### config.mk
export PLATFORM = sky130hd
export DESIGN_NAME = sacl_ctrl
export DESIGN_NICKNAME = d
export VERILOG_FILES = /design/src/hdl/set_assoc_cache_lru_lookup_top_macros.svh /design/src/hdl/sacl_pkg.sv /design/src/hdl/sacl_ctrl.sv
export SDC_FILE = /design/constraint.sdc
export NUM_CORES = 1
export LEC_CHECK = 0
export BUFFER_PORTS_ARGS = -buffer_cell sky130_fd_sc_hd__buf_2
export CORE_AREA = 3 3 40 42
export DETAILED_ROUTE_END_ITERATION = 6
export DIE_AREA = 0 0 43 45
export MAX_ROUTING_LAYER = met4
export PLACE_DENSITY = 0.36
export SLEW_MARGIN = 20
export SYNTH_ARGS = -nofsm -noshare
export SYNTH_HDL_FRONTEND = slang
export SYNTH_SLANG_ARGS = --single-unit
### constraint.sdc
create_clock -name clk -period 1.6 [get_ports clk]
set_clock_uncertainty 0.2 [all_clocks]
set_input_delay 0.08 -clock clk [delete_from_list [all_inputs] [get_ports clk]]
set_output_delay 0.08 -clock clk [all_outputs]
set_load 0.02 [all_outputs]
### src/hdl/set_assoc_cache_lru_lookup_top_macros.svh
// assertion macros for the set-associative lru lookup block
// no dependencies; taken in by the top level with an include
`ifndef SET_ASSOC_CACHE_LRU_LOOKUP_TOP_MACROS_SVH
`define SET_ASSOC_CACHE_LRU_LOOKUP_TOP_MACROS_SVH
`ifndef SYNTHESIS
// antecedent true implies consequent in the same cycle
`define SACL_ASSERT_IMP(name, ck, rn, ante, cons) \
  name: assert property (@(posedge ck) disable iff (!rn) (ante) |-> (cons)) \
    else $error("sacl check failed");
// antecedent true implies consequent in the next cycle
`define SACL_ASSERT_NXT(name, ck, rn, ante, cons) \
  name: assert property (@(posedge ck) disable iff (!rn) (ante) |=> (cons)) \
    else $error("sacl check failed");
`else
`define SACL_ASSERT_IMP(name, ck, rn, ante, cons)
`define SACL_ASSERT_NXT(name, ck, rn, ante, cons)
`endif
`endif

### src/hdl/sacl_pkg.sv
// shared types and constants for the set-associative lru lookup block
// no dependencies; used by the controller, datapath and top level
`timescale 1ns / 1ps

package sacl_pkg;

  // default geometry limits
  localparam int MAX_SETS_DEF = 256;
  localparam int MAX_WAYS_DEF = 8;

  // field widths
  localparam int ADDR_W     = 64;
  localparam int TAG_W      = 64;
  localparam int STAMP_W    = 64;
  localparam int CNT_W      = 32;
  localparam int CFG_IDX_W  = 2;
  localparam int CFG_DATA_W = 4;

  // configuration register indexes
  localparam logic [CFG_IDX_W-1:0] CFG_OFFSET_BITS = 2'd0;
  localparam logic [CFG_IDX_W-1:0] CFG_SET_BITS    = 2'd1;
  localparam logic [CFG_IDX_W-1:0] CFG_WAYS_IN_USE = 2'd2;

  // configuration reset values
  localparam logic [CFG_DATA_W-1:0] OFFSET_BITS_RST = 4'd6;
  localparam logic [CFG_DATA_W-1:0] SET_BITS_RST    = 4'd8;
  localparam logic [CFG_DATA_W-1:0] WAYS_IN_USE_RST = 4'd8;

  // controller states
  typedef enum logic [2:0] {
    ST_CLEAR,
    ST_IDLE,
    ST_LOOK,
    ST_SCAN,
    ST_FILL
  } state_t;

  // controller to datapath commands
  typedef struct packed {
    logic clr_wr;     // write a zero row during the clearing sweep
    logic take;       // accept a transaction and read its set
    logic scan_init;  // start the oldest-stamp search at way 0
    logic scan_step;  // compare one more way in the search
    logic commit;     // write the row back and present the result
    logic from_scan;  // commit uses the searched victim
  } ctrl_cmd_t;

  // datapath to controller status
  typedef struct packed {
    logic clr_last;   // last row of the clearing sweep
    logic hit;        // valid way with matching tag
    logic free;       // an invalid way in use exists
    logic single;     // only one way in use
    logic scan_last;  // search is at the last way in use
  } ctrl_sts_t;

endpackage

### src/hdl/sacl_ctrl.sv
// controller state machine for the set-associative lru lookup block
// depends on sacl_pkg for the state, command and status types
`timescale 1ns / 1ps

module sacl_ctrl (
  input  logic                  clk,
  input  logic                  rst_n,
  input  logic                  start,
  output logic                  busy,
  input  sacl_pkg::ctrl_sts_t   sts,
  output sacl_pkg::ctrl_cmd_t   cmd
);

  sacl_pkg::state_t state_r;
  sacl_pkg::state_t state_nxt;

  // state register, clearing sweep first after reset
  always_ff @(posedge clk) begin
    if (!rst_n) begin
      state_r <= sacl_pkg::ST_CLEAR;
    end else begin
      state_r <= state_nxt;
    end
  end

  // next state and commands
  always_comb begin
    state_nxt = state_r;
    cmd       = '0;
    busy      = 1'b1;
    case (state_r)
      sacl_pkg::ST_CLEAR: begin
        cmd.clr_wr = 1'b1;
        if (sts.clr_last) begin
          state_nxt = sacl_pkg::ST_IDLE;
        end
      end
      sacl_pkg::ST_IDLE: begin
        busy = 1'b0;
        if (start) begin
          cmd.take  = 1'b1;
          state_nxt = sacl_pkg::ST_LOOK;
        end
      end
      sacl_pkg::ST_LOOK: begin
        if (sts.hit || sts.free || sts.single) begin
          cmd.commit = 1'b1;
          state_nxt  = sacl_pkg::ST_IDLE;
        end else begin
          cmd.scan_init = 1'b1;
          state_nxt     = sacl_pkg::ST_SCAN;
        end
      end
      sacl_pkg::ST_SCAN: begin
        cmd.scan_step = 1'b1;
        if (sts.scan_last) begin
          state_nxt = sacl_pkg::ST_FILL;
        end
      end
      sacl_pkg::ST_FILL: begin
        cmd.commit    = 1'b1;
        cmd.from_scan = 1'b1;
        state_nxt     = sacl_pkg::ST_IDLE;
      end
      default: begin
        state_nxt = sacl_pkg::ST_IDLE;
      end
    endcase
  end

endmodule

Word level (Yosys, flattened, before mapping)
Cells that the tools add are included.
{"block": "word_totals", "register_bits": 3, "inputBits": 8, "output_inout_bits": 7, "word_cells": 27}
{"block": "classes", "eq_ne": 7, "n_mux": 15, "n_reduce_logical": 4}
{"operator": "$pmux W3 S4", "n": 1}
{"operator": "$mux W1", "n": 9}
{"operator": "$mux W3", "n": 3}
{"operator": "$eq A3 B2 Y1 const B", "n": 2}
{"operator": "$ne A2 B2 Y1 const B", "n": 3}
{"operator": "$eq A3 B1 Y1 const B", "n": 1}
{"operator": "$eq A3 B3 Y1 const B", "n": 1}
{"operator": "$logic_not A3 Y1", "n": 1}
{"operator": "$reduce_and A3 Y1", "n": 1}
{"operator": "$logic_or A1 B1 Y1", "n": 2}
{"operator": "$mux W2", "n": 1}
{"operator": "$pmux W1 S2", "n": 1}

Depth between registers and ports, before layout
{"block": "depth", "word_depth": 4, "ltp_mapped": 3, "mapped_depth_nobuf": 2}

Worst setup path before layout
OpenSTA, ideal clock, no wires.
{"block": "synth_timing", "path_type": "register to output", "from": "reg state_r[0]", "to": "out cmd[1] in the netlist's numbering", "arrival_ns": 1.301, "path_slack_ns": 0.019, "stages_incl_launch_ff": 4, "path_buffers": 1, "path_cell_list": "dfxtp_1 buf_4 nor3b_1 a31o_2"}
{"item": "start: declaration", "line": "sacl_ctrl.sv:14", "source": "sacl_pkg::state_t state_r;"}
{"item": "start signal: assignment", "line": "sacl_ctrl.sv:20", "source": "state_r <= sacl_pkg::ST_CLEAR;"}
{"item": "start signal: assignment", "line": "sacl_ctrl.sv:22", "source": "state_r <= state_nxt;"}
{"item": "end: declaration", "line": "sacl_ctrl.sv:11", "source": "output sacl_pkg::ctrl_cmd_t cmd"}

==> results_dict.tcl <==
set metrics [dict create \
    synth_edf_count 0 \
    antenna_found_initial 0 \
    syn_inst 26 \
    io_buffers 14 \
    synthesis.area_um2 233 \
    hpwl_um 481 \
    path_class "reg2out" \
    cp.required_ns 1.32 \
    cp.buffers_inverters 1 \
    fmax_mhz 650 \
    worstSetupStartpointType "flip-flop" \
    finalMaxSlewViolations 0 \
    synth_area_leaders "dfxtp_1 26%, a311oi_2 6.5%, buf_4 6.5%" \
    vias 269 \
    wirelength_um 681 \
    design_area_um2 399 \
    post-synth-top-area-fraction 0.258 \
    core_um2 1280 \
    top_usage_layer "met2" \
    yosysWarnings 0 \
    root_buffer "clkbuf_4" \
    fin_cells 63 \
    synthTopCellsByCount "3 x dfxtp_1, 2 x buf_4, 2 x nor2_1" \
    cp.arrival_ns 1.26 \
    synth_fp_nets 34 \
    final_layout_size_suffix_gt1_frac 0.563 \
    async_reset_ff_frac 0 \
    ys_seq_area_frac 0.258 \
    cts_setup_buffers 0 \
    place_congestion 0.716 \
    grt_util_met1 0.0986 \
    path_max_fanout 10 \
    rows 13 \
    drc 0 \
    status "finished clean" \
    grt_pass1_vias 296 \
    h-tree-depth 1 \
    rsz0062_at_grt "no" \
    grt_use_met2 0.132 \
    dpl-instance-area_um2 314 \
    yosysMostFrequentCell "dfxtp_1" \
    largest_reg_flops 3 \
    min_period_ns 1.54 \
    setup_viol 0 \
    via_per_inst 4.27 \
    reg.largest.list "state_r x3" \
    routedWlPerCell_um 10.8 \
    irDropWorstVdd_mv 0.228 \
    grt_max_degree 11 \
    synth.avg_cell_area_um2 8.95 \
    die_y_um 45 \
    path_cells "or3b_4 -> nor2_1 -> buf_2" \
    drt.antenna.violating_nets 0 \
    ys.flop_type "dfxtp_1" \
    clock_path_buffers 2 \
    fin_setup_tns_ns 0 \
    use_met3 0.0319 \
    cts_tree "built" \
    grt_pass1_wl_um 1230 \
    max_slew_margin 0.832 \
    min_period_over_period 0.962 \
    yosysUniqueCellTypes 22 \
    cts.reportedPaths.clkPinSlew_ns 0.04 \
    grt_overflow 0 \
    numClockSinks 3 \
    die_w_um 43 \
    hold_viol_final 0 \
    powerDensity_nw_per_um2 779 \
    synth_area_leader_cell "dfxtp_1" \
    area_growth_pct 71.5 \
    min_path_type "in2reg" \
    hold_ws_ns 0.0259 \
    drt_iter0_markers 2 \
    p_leak_nw 0.196 \
    clock_latency_ns 0.23 \
    numCtsBuffers 3 \
    synth_seq_cells 3 \
    io_pins 15 \
    cap_violations 0 \
    dpl.cell_count 54 \
    critPathSlowestCell "or3b_4" \
    dr.pass1.iters 3 \
    insertedDiodeCount 0 \
    end_kind "primary output" \
    max_stage_delay_ns 0.41 \
    die_area_um2 1940 \
    grt_use_total 0.0874 \
    start_util 0.181 \
    critical_path.top_delay_family "simple AND/OR/NAND/NOR gates" \
    tightest_slew_ns 0.252 \
    final_nets 57 \
    largest_register "state_r" \
]
[final cells by class]
| type | count | area [um^2] |
|---|---|---|
| fillers | 157 | 886 |
| multi-input cells | 20 | 161 |
| repair buffers | 20 | 128 |
| flip-flops and latches | 3 | 61.3 |
| clock buffers | 4 | 26.3 |
| well taps | 15 | 18.8 |
| inverters | 1 | 3.75 |
[worst paths after layout]
check                                from                       to  slack [ns]  cells past startpoint
hold reg to reg   state_r[1]$_SDFFE_PN0P_  state_r[1]$_SDFFE_PN0P_        0.37                      1
setup / recovery  state_r[1]$_SDFFE_PN0P_                   cmd[4]        0.06                      3
setup reg to reg  state_r[0]$_SDFFE_PN0P_  state_r[1]$_SDFFE_PN0P_        0.22                      2
hold / removal                      start  state_r[1]$_SDFFE_PN0P_        0.03                      3
[power breakdown]
part	switching (W)	internal, W	total (W)	leakage [nW]
registers	0.00000787	0.0000805	0.0000884	0.0250
clock network	0.0000414	0.0000936	0.000135	0.0150
logic	0.0000414	0.0000462	0.0000876	0.156
[placed cells by master, fill, tap and decap left out, types with 2 or more instances in the layout]
cell	count
buf_2	14
clkbuf_4	3
dfxtp_1	2
dlygate4sd3_1	5
nor2_1	2
[per-layer routing]
metal | routed length (um) | vias to the layer above | part of all wire
li1 | - | 139 | -
met1 | 321 | 120 | 0.47
met2 | 294 | 10 | 0.43
met3 | 65 | 0 | 0.095
met4 | 0 | 0 | 0
met5 | 0 | - | 0
[stage by stage]
step / total power (W) / utilization / setup slack, ns
2_1_floorplan: 0.000139 / - / 0.0189
4_1_cts: 0.000316 / 0.305 / 0.0286
6_report: 0.000311 / 0.311 / 0.0607
5_1_grt: 0.000338 / 0.311 / 0.000867
3_3_place_gp: 0.000165 / 0.244 / 0.242
3_5_place_dp: 0.000164 / 0.244 / 0.231
[worst register-to-register path: cells and delay by family, from the launching register on]
family | cells | cell delay [ns]
simple gates | 1 | 0.54
flops | 1 | 0.32
compound gates | 1 | 0.23
[kinds of logic after synthesis]
logic type,synth area share
AO/OA/AOI/OAI,0.167
buffers and inverters,0.0806
AND/OR/NAND/NOR,0.495
flip-flops,0.258
[timing repair]
action,4_1_cts,5_1_grt
resized for setup,1,2
hold buffers,5,0
endpoints found under the setup margin,1,2
hold endpoints to repair,3,0
Note: power is estimated with default switching activity, not from simulation.
